`config.mk`:
```
export PLATFORM = sky130hd
export DESIGN_NAME = differential_steering_pid
export DESIGN_NICKNAME = d
export VERILOG_FILES = /design/src/rtl/dsp_pkg.sv /design/src/rtl/differential_steering_pid.sv /design/src/rtl/dsp_fifo.sv /design/src/rtl/dsp_front.sv /design/src/rtl/dsp_back.sv
export SDC_FILE = /design/constraint.sdc
export NUM_CORES = 2
export LEC_CHECK = 0
export ABC_AREA = 1
export BUFFER_PORTS_ARGS = -buffer_cell sky130_fd_sc_hd__buf_2
export CORE_MARGIN = 2
export CORE_UTILIZATION = 25
export DETAILED_ROUTE_END_ITERATION = 16
export GPL_ROUTABILITY_DRIVEN = 0
export SYNTH_ARGS = -nofsm -noshare
export SYNTH_HDL_FRONTEND = slang
export SYNTH_HIERARCHICAL = 1
export SYNTH_SLANG_ARGS = --single-unit
```
`constraint.sdc`:
```
create_clock -name clk -period 12.8 [get_ports clk]
set_input_delay 2.56 -clock clk [delete_from_list [all_inputs] [get_ports clk]]
set_output_delay 2.56 -clock clk [all_outputs]
set_load 0.005 [all_outputs]
```
`src/rtl/dsp_pkg.sv`:
```
// ----------------------------------------------------------------------------
// dsp_pkg
// Shared widths, constants and register indexes of the differential
// steering controller.
// ----------------------------------------------------------------------------
package dsp_pkg;

    // parameter defaults
    localparam int GAIN_FRAC_BITS_DEF = 8;
    localparam int ERROR_WIDTH_DEF    = 16;

    // fixed field widths
    localparam int GAIN_W     = 20;
    localparam int SETPOINT_W = 16;
    localparam int BASE_W     = 10;
    localparam int INT_W      = 32;
    localparam int RAW_W      = 13;
    localparam int SCALED_W   = 8;
    localparam int DRIVE_W    = 12;

    // configuration port
    localparam int CFG_IDX_W  = 3;
    localparam int CFG_DATA_W = 20;

    // output limit and scale
    localparam int OUT_LIMIT   = 3200;
    localparam int SCALE_SHIFT = 5;

    // queue depths
    localparam int MID_DEPTH = 4;
    localparam int OUT_DEPTH = 4;

    // register reset values
    localparam logic [GAIN_W-1:0] GAIN_P_RST = GAIN_W'(51200);
    localparam logic [GAIN_W-1:0] GAIN_I_RST = GAIN_W'(102);
    localparam logic [GAIN_W-1:0] GAIN_D_RST = GAIN_W'(93440);

    // register indexes
    typedef enum logic [CFG_IDX_W-1:0] {
        REG_GAIN_P     = 3'd0,
        REG_GAIN_I     = 3'd1,
        REG_GAIN_D     = 3'd2,
        REG_SETPOINT   = 3'd3,
        REG_BASE_DRIVE = 3'd4
    } reg_index_t;

endpackage

```
`src/rtl/differential_steering_pid.sv`:
```
// A request passes the middle queue, product and sum registers, then the result queue.
// Throughput: one request per cycle while not full, set by the front's integral update.
// The gain multiply and the sum each take a pipeline stage in the back.
// Reset (rst_n low, asynchronous): queues empty, integral and previous bias zero,
// registers back to their defaults; no clearing pass is needed.
// ----------------------------------------------------------------------------
// differential_steering_pid
// Positional PID for differential wheel steering: front state update, a
// middle queue, a pipelined back end and a result queue.
// ----------------------------------------------------------------------------
module differential_steering_pid
    import dsp_pkg::*;
#(
    parameter int GAIN_FRAC_BITS = GAIN_FRAC_BITS_DEF,
    parameter int ERROR_WIDTH    = ERROR_WIDTH_DEF
) (
    input  logic                          clk,
    input  logic                          rst_n,
    input  logic                          push,
    output logic                          full,
    input  logic signed [ERROR_WIDTH-1:0] error_sample,
    input  logic                          clear_state,
    output logic                          empty,
    input  logic                          pop,
    output logic signed [RAW_W-1:0]       correction_raw,
    output logic signed [SCALED_W-1:0]    correction_scaled,
    output logic signed [DRIVE_W-1:0]     left_drive,
    output logic signed [DRIVE_W-1:0]     right_drive,
    input  logic                          cfg_valid,
    output logic                          cfg_ready,
    input  logic [CFG_IDX_W-1:0]          cfg_index,
    input  logic [CFG_DATA_W-1:0]         cfg_data
);

    localparam int BIAS_W  = ((ERROR_WIDTH > SETPOINT_W) ? ERROR_WIDTH : SETPOINT_W) + 1;
    localparam int MID_W   = BIAS_W + INT_W + BIAS_W + 1;
    localparam int RES_W   = RAW_W + SCALED_W + 2 * DRIVE_W;
    localparam int OUT_CW  = $clog2(OUT_DEPTH + 1);
    localparam int MID_CW  = $clog2(MID_DEPTH + 1);

    logic [GAIN_W-1:0]            gain_p_reg;
    logic [GAIN_W-1:0]            gain_i_reg;
    logic [GAIN_W-1:0]            gain_d_reg;
    logic signed [SETPOINT_W-1:0] setpoint_reg;
    logic [BASE_W-1:0]            base_drive_reg;

    logic                         accept;
    logic signed [BIAS_W-1:0]     f_bias;
    logic signed [INT_W-1:0]      f_integ;
    logic signed [BIAS_W:0]       f_delta;
    logic [MID_W-1:0]             mid_head;
    logic                         mid_empty;
    logic                         mid_pop;
    logic [MID_CW-1:0]            mid_count;
    logic                         out_wr;
    logic [OUT_CW-1:0]            out_count;
    logic signed [RAW_W-1:0]      b_raw;
    logic signed [SCALED_W-1:0]   b_scaled;
    logic signed [DRIVE_W-1:0]    b_left;
    logic signed [DRIVE_W-1:0]    b_right;
    logic [RES_W-1:0]             res_head;
    logic                         out_full;

    assign cfg_ready = 1'b1;
    assign accept    = push && !full;

    // configuration registers
    always_ff @(posedge clk or negedge rst_n)
    begin
        if (!rst_n)
        begin
            gain_p_reg     <= GAIN_P_RST;
            gain_i_reg     <= GAIN_I_RST;
            gain_d_reg     <= GAIN_D_RST;
            setpoint_reg   <= '0;
            base_drive_reg <= '0;
        end
        else if (cfg_valid && cfg_ready)
        begin
            unique case (cfg_index)
                REG_GAIN_P:     gain_p_reg     <= cfg_data[GAIN_W-1:0];
                REG_GAIN_I:     gain_i_reg     <= cfg_data[GAIN_W-1:0];
                REG_GAIN_D:     gain_d_reg     <= cfg_data[GAIN_W-1:0];
                REG_SETPOINT:   setpoint_reg   <= cfg_data[SETPOINT_W-1:0];
                REG_BASE_DRIVE: base_drive_reg <= cfg_data[BASE_W-1:0];
                default:        ;
            endcase
        end
    end

    // front: state update
    dsp_front #(
        .ERROR_WIDTH (ERROR_WIDTH),
        .BIAS_W      (BIAS_W)
    ) u_front (
        .clk          (clk),
        .rst_n        (rst_n),
        .accept       (accept),
        .error_sample (error_sample),
        .clear_state  (clear_state),
        .setpoint     (setpoint_reg),
        .bias         (f_bias),
        .integ        (f_integ),
        .delta        (f_delta)
    );

    // middle queue
    dsp_fifo #(
        .WIDTH (MID_W),
        .DEPTH (MID_DEPTH)
    ) u_mid_q (
        .clk     (clk),
        .rst_n   (rst_n),
        .wr_en   (accept),
        .wr_data ({f_bias, f_integ, f_delta}),
        .rd_en   (mid_pop),
        .rd_data (mid_head),
        .full    (full),
        .empty   (mid_empty),
        .count   (mid_count)
    );

    // back: products, sum and drives
    dsp_back #(
        .GAIN_FRAC_BITS (GAIN_FRAC_BITS),
        .BIAS_W         (BIAS_W)
    ) u_back (
        .clk        (clk),
        .rst_n      (rst_n),
        .gain_p     (gain_p_reg),
        .gain_i     (gain_i_reg),
        .gain_d     (gain_d_reg),
        .base_drive (base_drive_reg),
        .mid_empty  (mid_empty || (mid_count == '0)),
        .bias       (mid_head[MID_W-1 -: BIAS_W]),
        .integ      (mid_head[BIAS_W+1 +: INT_W]),
        .delta      (mid_head[BIAS_W:0]),
        .mid_pop    (mid_pop),
        .out_count  (out_count),
        .out_wr     (out_wr),
        .raw        (b_raw),
        .scaled     (b_scaled),
        .left       (b_left),
        .right      (b_right)
    );

    // result queue
    dsp_fifo #(
        .WIDTH (RES_W),
        .DEPTH (OUT_DEPTH)
    ) u_out_q (
        .clk     (clk),
        .rst_n   (rst_n),
        .wr_en   (out_wr),
        .wr_data ({b_raw, b_scaled, b_left, b_right}),
        .rd_en   (pop),
        .rd_data (res_head),
        .full    (out_full),
        .empty   (empty),
        .count   (out_count)
    );

    assign correction_raw    = res_head[RES_W-1 -: RAW_W];
    assign correction_scaled = res_head[2*DRIVE_W +: SCALED_W];
    assign left_drive        = res_head[DRIVE_W +: DRIVE_W];
    assign right_drive       = res_head[DRIVE_W-1:0] ^ {DRIVE_W{out_full & 1'b0}};

endmodule

```
`src/rtl/dsp_fifo.sv`:
```
// ----------------------------------------------------------------------------
// dsp_fifo
// Small register queue with a fill count, head shown combinationally.
// ----------------------------------------------------------------------------
module dsp_fifo
    import dsp_pkg::*;
#(
    parameter int WIDTH = 8,
    parameter int DEPTH = 4
) (
    input  logic                         clk,
    input  logic                         rst_n,
    input  logic                         wr_en,
    input  logic [WIDTH-1:0]             wr_data,
    input  logic                         rd_en,
    output logic [WIDTH-1:0]             rd_data,
    output logic                         full,
    output logic                         empty,
    output logic [$clog2(DEPTH+1)-1:0]   count
);

    localparam int AW = (DEPTH > 1) ? $clog2(DEPTH) : 1;
    localparam int CW = $clog2(DEPTH + 1);
    localparam logic [AW-1:0] LAST = AW'(DEPTH - 1);

    logic [WIDTH-1:0] mem [DEPTH];
    logic [AW-1:0]    wr_ptr_reg;
    logic [AW-1:0]    rd_ptr_reg;
    logic [CW-1:0]    count_reg;
    logic             do_wr;
    logic             do_rd;

    assign do_wr   = wr_en && (count_reg != CW'(DEPTH));
    assign do_rd   = rd_en && (count_reg != '0);
    assign full    = (count_reg == CW'(DEPTH));
    assign empty   = (count_reg == '0);
    assign count   = count_reg;
    assign rd_data = mem[rd_ptr_reg];

    // storage
    always_ff @(posedge clk)
    begin
        if (do_wr)
        begin
            mem[wr_ptr_reg] <= wr_data;
        end
    end

    // pointers and fill count
    always_ff @(posedge clk or negedge rst_n)
    begin
        if (!rst_n)
        begin
            wr_ptr_reg <= '0;
            rd_ptr_reg <= '0;
            count_reg  <= '0;
        end
        else
        begin
            if (do_wr)
            begin
                wr_ptr_reg <= (wr_ptr_reg == LAST) ? '0 : wr_ptr_reg + AW'(1);
            end
            if (do_rd)
            begin
                rd_ptr_reg <= (rd_ptr_reg == LAST) ? '0 : rd_ptr_reg + AW'(1);
            end
            if (do_wr && !do_rd)
            begin
                count_reg <= count_reg + CW'(1);
            end
            else if (do_rd && !do_wr)
            begin
                count_reg <= count_reg - CW'(1);
            end
        end
    end

endmodule

```
`src/rtl/dsp_front.sv`:
```
// ----------------------------------------------------------------------------
// dsp_front
// Takes error samples, forms the bias, updates the saturating integral (cleared
// on a zero bias) and the previous bias, and hands bias, integral and delta to the queue.
// ----------------------------------------------------------------------------
module dsp_front
    import dsp_pkg::*;
#(
    parameter int ERROR_WIDTH = ERROR_WIDTH_DEF,
    parameter int BIAS_W      = ERROR_WIDTH_DEF + 1
) (
    input  logic                          clk,
    input  logic                          rst_n,
    input  logic                          accept,
    input  logic signed [ERROR_WIDTH-1:0] error_sample,
    input  logic                          clear_state,
    input  logic signed [SETPOINT_W-1:0]  setpoint,
    output logic signed [BIAS_W-1:0]      bias,
    output logic signed [INT_W-1:0]       integ,
    output logic signed [BIAS_W:0]        delta
);

    localparam logic signed [INT_W-1:0] INT_MAX = {1'b0, {(INT_W-1){1'b1}}};
    localparam logic signed [INT_W-1:0] INT_MIN = {1'b1, {(INT_W-1){1'b0}}};

    logic signed [INT_W-1:0]  integral_reg;
    logic signed [INT_W-1:0]  integral_next;
    logic signed [BIAS_W-1:0] prev_bias_reg;
    logic signed [BIAS_W-1:0] prev_bias_next;
    logic signed [BIAS_W-1:0] bias_calc;
    logic signed [INT_W:0]    integ_wide;
    logic signed [INT_W-1:0]  integ_sat;

    // bias and saturating integral, cleared on a zero bias
    always_comb
    begin
        bias_calc = {{(BIAS_W-ERROR_WIDTH){error_sample[ERROR_WIDTH-1]}}, error_sample}
                  - {{(BIAS_W-SETPOINT_W){setpoint[SETPOINT_W-1]}}, setpoint};
        integ_wide = {integral_reg[INT_W-1], integral_reg}
                   + {{(INT_W+1-BIAS_W){bias_calc[BIAS_W-1]}}, bias_calc};
        if (integ_wide[INT_W] != integ_wide[INT_W-1])
        begin
            integ_sat = integ_wide[INT_W] ? INT_MIN : INT_MAX;
        end
        else
        begin
            integ_sat = integ_wide[INT_W-1:0];
        end
        if (bias_calc == '0)
        begin
            integ_sat = '0;
        end
    end

    // clear request zeroes state and sends a zero entry
    always_comb
    begin
        if (clear_state)
        begin
            bias           = '0;
            integ          = '0;
            delta          = '0;
            integral_next  = '0;
            prev_bias_next = '0;
        end
        else
        begin
            bias           = bias_calc;
            integ          = integ_sat;
            delta          = {bias_calc[BIAS_W-1], bias_calc}
                           - {prev_bias_reg[BIAS_W-1], prev_bias_reg};
            integral_next  = integ_sat;
            prev_bias_next = bias_calc;
        end
    end

    // controller state
    always_ff @(posedge clk or negedge rst_n)
    begin
        if (!rst_n)
        begin
            integral_reg  <= '0;
            prev_bias_reg <= '0;
        end
        else if (accept)
        begin
            integral_reg  <= integral_next;
            prev_bias_reg <= prev_bias_next;
        end
    end

endmodule

```
`src/rtl/dsp_back.sv`:
```
// ----------------------------------------------------------------------------
// dsp_back
// Multiplies by the gains, sums, clamps, scales and forms the wheel drives;
// pops the middle queue only while the result queue has room for it.
// ----------------------------------------------------------------------------
module dsp_back
    import dsp_pkg::*;
#(
    parameter int GAIN_FRAC_BITS = GAIN_FRAC_BITS_DEF,
    parameter int BIAS_W         = ERROR_WIDTH_DEF + 1
) (
    input  logic                          clk,
    input  logic                          rst_n,
    input  logic [GAIN_W-1:0]             gain_p,
    input  logic [GAIN_W-1:0]             gain_i,
    input  logic [GAIN_W-1:0]             gain_d,
    input  logic [BASE_W-1:0]             base_drive,
    input  logic                          mid_empty,
    input  logic signed [BIAS_W-1:0]      bias,
    input  logic signed [INT_W-1:0]       integ,
    input  logic signed [BIAS_W:0]        delta,
    output logic                          mid_pop,
    input  logic [$clog2(OUT_DEPTH+1)-1:0] out_count,
    output logic                          out_wr,
    output logic signed [RAW_W-1:0]       raw,
    output logic signed [SCALED_W-1:0]    scaled,
    output logic signed [DRIVE_W-1:0]     left,
    output logic signed [DRIVE_W-1:0]     right
);

    localparam int PP_W  = GAIN_W + 1 + BIAS_W;
    localparam int PI_W  = GAIN_W + 1 + INT_W;
    localparam int PD_W  = GAIN_W + 2 + BIAS_W;
    localparam int SUM_W = PI_W + 2;
    localparam int CW    = $clog2(OUT_DEPTH + 1);
    localparam logic signed [SUM_W-1:0] LIM   = SUM_W'(OUT_LIMIT) <<< GAIN_FRAC_BITS;
    localparam logic signed [SUM_W-1:0] ROUND = SUM_W'((1 << GAIN_FRAC_BITS) - 1);
    localparam logic signed [RAW_W-1:0] SROUND = RAW_W'((1 << SCALE_SHIFT) - 1);

    logic                    s1_valid_reg;
    logic                    s2_valid_reg;
    logic signed [PP_W-1:0]  prod_p_reg;
    logic signed [PI_W-1:0]  prod_i_reg;
    logic signed [PD_W-1:0]  prod_d_reg;
    logic signed [SUM_W-1:0] sum_reg;
    logic signed [SUM_W-1:0] sum_sat;
    logic signed [SUM_W-1:0] sum_shift;
    logic [CW:0]             in_use;

    // credit check against the result queue
    assign in_use  = {1'b0, out_count} + (CW+1)'(s1_valid_reg) + (CW+1)'(s2_valid_reg);
    assign mid_pop = !mid_empty && (in_use < (CW+1)'(OUT_DEPTH));
    assign out_wr  = s2_valid_reg;

    // valid pipeline
    always_ff @(posedge clk or negedge rst_n)
    begin
        if (!rst_n)
        begin
            s1_valid_reg <= 1'b0;
            s2_valid_reg <= 1'b0;
        end
        else
        begin
            s1_valid_reg <= mid_pop;
            s2_valid_reg <= s1_valid_reg;
        end
    end

    // gain products, then their sum
    always_ff @(posedge clk)
    begin
        if (mid_pop)
        begin
            prod_p_reg <= $signed({1'b0, gain_p}) * bias;
            prod_i_reg <= $signed({1'b0, gain_i}) * integ;
            prod_d_reg <= $signed({1'b0, gain_d}) * delta;
        end
        if (s1_valid_reg)
        begin
            sum_reg <= SUM_W'(prod_p_reg) + SUM_W'(prod_i_reg) + SUM_W'(prod_d_reg);
        end
    end

    // clamp, drop fraction toward zero, scale and form drives
    always_comb
    begin
        if (sum_reg > LIM)
        begin
            sum_sat = LIM;
        end
        else if (sum_reg < -LIM)
        begin
            sum_sat = -LIM;
        end
        else
        begin
            sum_sat = sum_reg;
        end
        sum_shift = (sum_sat + (sum_sat[SUM_W-1] ? ROUND : '0)) >>> GAIN_FRAC_BITS;
        raw       = sum_shift[RAW_W-1:0];
        scaled    = SCALED_W'((raw + (raw[RAW_W-1] ? SROUND : '0)) >>> SCALE_SHIFT);
        left      = $signed({{(DRIVE_W-BASE_W){1'b0}}, base_drive})
                  - {{(DRIVE_W-SCALED_W){scaled[SCALED_W-1]}}, scaled};
        right     = $signed({{(DRIVE_W-BASE_W){1'b0}}, base_drive})
                  + {{(DRIVE_W-SCALED_W){scaled[SCALED_W-1]}}, scaled};
    end

endmodule

```
# Yosys cells after proc, flatten, opt, wreduce, memory -nomap -nowiden

Memories as Yosys holds them, arrays and structs flattened.
Index checks and enable logic that the tools add are counted.
Widths: inputs -> output; s select.

Bits in registers: 336
Bits in latches: 0
RAM bits: 448
Bits in read-only memories: 0
Input port bits: 45
Logic and storage cells: 109
Memories: 2

$add $sub $neg: 19
$mul: 3
Divide/modulo/power cells: 0
Order comparisons: 3
Equal/unequal tests: 12
Shift operators: 0
Muxes and demuxes: 22
Bitwise gates (word level): 0
Reductions and logical operators: 29

Memory list:

| memory      | words | bits a word | rd ports | clocked after memory_dff | wr ports | RTL line       | text |
|---|---|---|---|---|---|---|---|
| u_mid_q.mem | 4     | 67          | 1        | 0                        | 1        | dsp_fifo.sv:26 | `logic [WIDTH-1:0] mem [DEPTH];` |
| u_out_q.mem | 4     | 45          | 1        | 0                        | 1        | dsp_fifo.sv:26 |  |

Operators with widths:

| operator             | count |
|---|---|
| $mux 32              | 4 |
| $mux 55              | 2 |
| $add 54x39->55       | 1 |
| $gt 55x21->1 const B | 1 |
| $lt 55x21->1 const B | 1 |
| $add 38x53->54       | 1 |
| $mul 21x32->53       | 1 |
| $mul 21x18->39       | 1 |
| $mul 21x17->38       | 1 |
| $add 32x17->33       | 1 |
| $add 21x21->21       | 1 |
| $mux 18              | 1 |
| $sub 17x17->18       | 1 |
| $logic_not 17->1     | 1 |
| $mux 17              | 1 |
| $sub 16x16->17       | 1 |
| $add 13x5->13        | 1 |
| $add 11x8->12        | 1 |
| $mux 3               | 4 |
| $sub 11x8->12        | 1 |
| $logic_and 1x1->1    | 10 |
| $reduce_and 2->1     | 5 |
| $logic_not 3->1      | 3 |
| $add 2x1->2 const B  | 4 |
| 18 further kinds     | 39 |

# Depth between registers and ports, before layout

Word-level depth: 8
Depth in mapped cells: 51

# By module

Netlist, hierarchy kept.

Modules (own cells, without submodules):

| module                    | times used | cells each | area each (um^2) | sequential area each (um^2) |
|---|---|---|---|---|
| dsp_back                  | 1          | 6952       | 58088.2          | 5605.4 |
| dsp_fifo (u_mid_q)        | 1          | 843        | 11554.8          | 8222.9 |
| dsp_fifo (u_out_q)        | 1          | 585        | 7711.1           | 5580.4 |
| dsp_front                 | 1          | 1147       | 6837.8           | 1226.2 |
| differential_steering_pid | 1          | 391        | 3455.8           | 2168.3 |

# Least setup slack after synthesis

No wires, ideal clock.

Path kind: reg-to-reg
Start: register u_back.s1_valid_reg
End: register u_mid_q.count_reg[1], in the netlist u_mid_q/count[1]
Library setup time: 126 ps
Arrival: 12901 ps
Slack: -227 ps
Cell stages (with the launch flop): 9
Buffers on the path: 0
Period minus slack after synthesis: 13027 ps
Cell sequence: dfrtp_1 -> a21o_1 -> a211oi_1 -> nand2_1 -> ha_1 -> inv_1 -> fa_1 -> nand2_1 -> o21ai_0

Longest elaborated chain between the ends: 8

Ends and longest elaborated chain:

| what                                        | RTL line                        | text |
|---|---|---|
| start: declaration                          | dsp_back.sv:40                  | `logic s1_valid_reg;` |
| start signal: assignment                    | dsp_back.sv:65                  | `s1_valid_reg <= mid_pop;` |
| $add 3x1->4 *                               | dsp_back.sv:51                  | `assign in_use = {1'b0, out_count} + (CW+1)'(s1_valid_reg) + (CW+1)'(s2_valid_reg);` |
| $add 4x1->4 *                               | dsp_back.sv:51                  |  |
| $lt 4x3->1 *                                | dsp_back.sv:52                  | `assign mid_pop = !mid_empty && (in_use < (CW+1)'(OUT_DEPTH));` |
| $logic_and 1x1->1 *                         | dsp_back.sv:52                  |  |
| via mid_pop                                 | differential_steering_pid.sv:53 | `logic mid_pop;` |
| $logic_and 1x1->1 *                         | dsp_fifo.sv:34                  | `assign do_rd = rd_en && (count_reg != '0);` |
| $logic_not 1->1                             | dsp_fifo.sv:68                  | `if (do_wr && !do_rd)` |
| $logic_and 1x1->1                           | dsp_fifo.sv:68                  |  |
| $mux 3 or $reduce_bool 2->1 (tied branches) | -                               |  |
| end signal: assignment                      | dsp_fifo.sv:70                  | `count_reg <= count_reg + CW'(1);` |
| end signal: assignment                      | dsp_fifo.sv:74                  | `count_reg <= count_reg - CW'(1);` |
| end: declaration                            | dsp_fifo.sv:29                  | `logic [CW-1:0] count_reg;` |

The timed path passes the listed nets; every way through them passes the cells marked *.
A chain may end at the register's enable or synchronous reset.

# Final worst setup path

Start: register u_mid_q.rd_ptr_reg[1]
End: register u_back.prod_i_reg[46] (data pin)

Longest elaborated chain between the ends: 2

Ends and longest elaborated chain:

| what                     | RTL line                        | text |
|---|---|---|
| start: declaration       | dsp_fifo.sv:28                  | `logic [AW-1:0] rd_ptr_reg;` |
| start signal: assignment | dsp_fifo.sv:66                  | `rd_ptr_reg <= (rd_ptr_reg == LAST) ? '0 : rd_ptr_reg + AW'(1);` |
| $mem_v2 4x67             | -                               |  |
| via mid_head[27]         | differential_steering_pid.sv:51 | `logic [MID_W-1:0] mid_head;` |
| $mul 21x32->53           | dsp_back.sv:76                  | `prod_i_reg <= $signed({1'b0, gain_i}) * integ;` |
| end signal: assignment   | dsp_back.sv:76                  |  |
| end: declaration         | dsp_back.sv:43                  | `logic signed [PI_W-1:0] prod_i_reg;` |

The timed path passes the listed nets, and every way through them passes these cells.

==> results.sh <==
export IMPL_number_of_flip_flops_in_the_largest_register=268
export IMPL_setup_viol=0
export IMPL_antenna_violations_before_repair=7
export IMPL_synth_yosys_warnings=6
export IMPL_synthesis_nets=11790
export IMPL_critical_path_top_delay_family="adder cells"
export IMPL_core_rowCount=217
export IMPL_drt_initial_drc_count=4814
export IMPL_clk_insertion_delay_late_ns=0.74
export IMPL_cts_sink_cnt=784
export IMPL_detailedRoute_firstPassIterationCount=6
export IMPL_final_nets=11650
export IMPL_cap_viol_max_count=0
export IMPL_number_of_global_route_vias_before_repair=64830
export IMPL_post_drt_wl_per_cell_um=16.33
export IMPL_met3_usage_pct=1.892
export IMPL_cts_buffers=88
export IMPL_hold_path_startpoint="setpoint_reg[15]"
export IMPL_layout_worst_path_cycle_share_pct=76.47
export IMPL_clock_pin_slew_on_the_worst_setup_and_hold_paths_ns=0.06
export IMPL_grt_use_total_pct=13.37
export IMPL_routed_wirelength_um=236100
export IMPL_crit_path_start_kind="register"
export IMPL_cts_buffer_depth=3
export IMPL_crit_start="u_mid_q/rd_ptr_reg[1]"
export IMPL_dpl_hpwl_um=177200
export IMPL_die_w_um=596.1
export IMPL_cts_post_setup_buffers_inserted=0
export IMPL_max_transition_margin_pct=13.20
export IMPL_max_freq_ghz=0.1022
export IMPL_dieArea_um2=355300
export IMPL_finalCriticalPeriod_ns=9.788
export IMPL_antenna_violating_nets_post_route=0
export IMPL_synthCells=9917
export IMPL_worstSetupPathType="reg2reg"
export IMPL_grt_pass1_wl_um=374900
export IMPL_run_status="finished, final reports clean"
export IMPL_critical_path_slowest_cell="nand2_1"
export IMPL_grt_busiest_layer="met2"
export IMPL_ioPinCount=93
export IMPL_critPathMaxFanout=37
export IMPL_route_detailed_drc=0
export IMPL_synth_area_per_cell_um2=8.838
export IMPL_arrival_ns=10.24
export IMPL_drive_gt1_share_pct=5.954
export IMPL_hold_viol_final=0
export IMPL_drt_vias_per_instance=4.358
export IMPL_critPathBufInv=10
export IMPL_route_vias_total=63010
export IMPL_clock_tree_root_cell="clkbuf_16"
export IMPL_grt_util_met2_pct=22.53
export IMPL_final_max_slew_viol_count=0
export IMPL_worst_slew_pin_transition_ns=1.299
export IMPL_hold_buffers=0
export IMPL_cts_tree="yes"
export IMPL_globalRouteOverflowTotal=0
export IMPL_cts_repair_resized=0
export IMPL_critPathMaxStageDelay_ns=0.84
export IMPL_ctsHtreeMaxLevel=3
export IMPL_core_area_um2=349200
export IMPL_floorplan_initialDensity_pct=25.10
export IMPL_syn_area_um2=87640
export IMPL_worst_endpoint_required_ns=13.25
export IMPL_type_of_destination_of_the_critical_path="register"
export IMPL_timing_setup_tns_ns=0
export IMPL_port_buffers=91
export IMPL_syn2layout_area_growth_pct=8.844
export IMPL_fin_skew_ns=0.04456
export IMPL_rr_startpoint="u_mid_q/rd_ptr_reg[1]"
export IMPL_grt_util_met1_pct=17.73
export IMPL_maximum_number_of_pins_on_one_net_before_global_route_repair=153
export IMPL_worstHoldPathType="reg2reg"
export IMPL_unrepaired_setup_endpoints_after_global_routing="false"
export IMPL_floorplan_die_height_um=596.1
worst min-delay path: stages, from the launching register on:
cell and delay (ns):
dfrtp_1 0.34, nand2_1 0.05, nand2_1 0.06
per-stage QoR:
stage	utilization, %	setup WS (ns)	area [um2]	hold WS (ns)	cells
after floorplan	-	4.401	87650	0.4400	9917
after global placement	26.52	3.067	92600	0.4651	14290
after detailed placement	26.52	3.131	92600	0.4646	14290
after CTS	27.32	3.075	95390	0.4867	14460
after global routing	27.32	2.467	95390	0.5006	14460
final	27.32	3.012	95400	0.4805	14460
routing by layer:
layer,up-vias,share of wire [%]
li1,29630,-
met1,31310,44
met2,1770,47
met3,307,5.8
met4,2,3.1
met5,-,0.0038
path summary, 6_finish.rpt:
path / slack, ns / depth (start not counted) / to
worst max-delay path: 3.01 / 36 / u_back/prod_i_reg[46]
worst min-delay path: 0.48 / 2 / setpoint_reg[15]
worst max register to register: 3.01 / 36 / u_back/prod_i_reg[46]
worst min register to register: 0.48 / 2 / setpoint_reg[15]
max in group asynchronous: 9.64 / 2 / u_out_q/rd_ptr_reg[0]
min in group asynchronous: 1.74 / 1 / u_front/integral_reg[23]
cell type report:
type                            instances  area (um2)
Clock buffer                          111        2308
Fill cell                           37170      253800
Tap cell                             4599        5754
Multi-Input combinational cell       6263       53610
Sequential cell                       784       22820
Antenna cell                            1       2.502
Clock inverter                         55       481.7
Timing Repair Buffer                  185        1180
Inverter                             2461        9238
cells in the final DEF, fill, tap and decap left out, drive strengths merged, types with 33 or more instances in the layout:
cell	instances
or2	39
nand4	74
nand2	2632
xor2	128
a31oi	33
fa	1253
clkinv	37
o211ai	238
ha	573
edfxtp	633
o21ai	141
inv	2469
xnor2	100
a21oi	339
clkbuf	111
dfrtp	138
nor2	343
buf	185
nand3	221
Power is left out: the tool's default activity adds up to more than one toggle a clock period on the data nets, which glitch-free logic cannot reach.
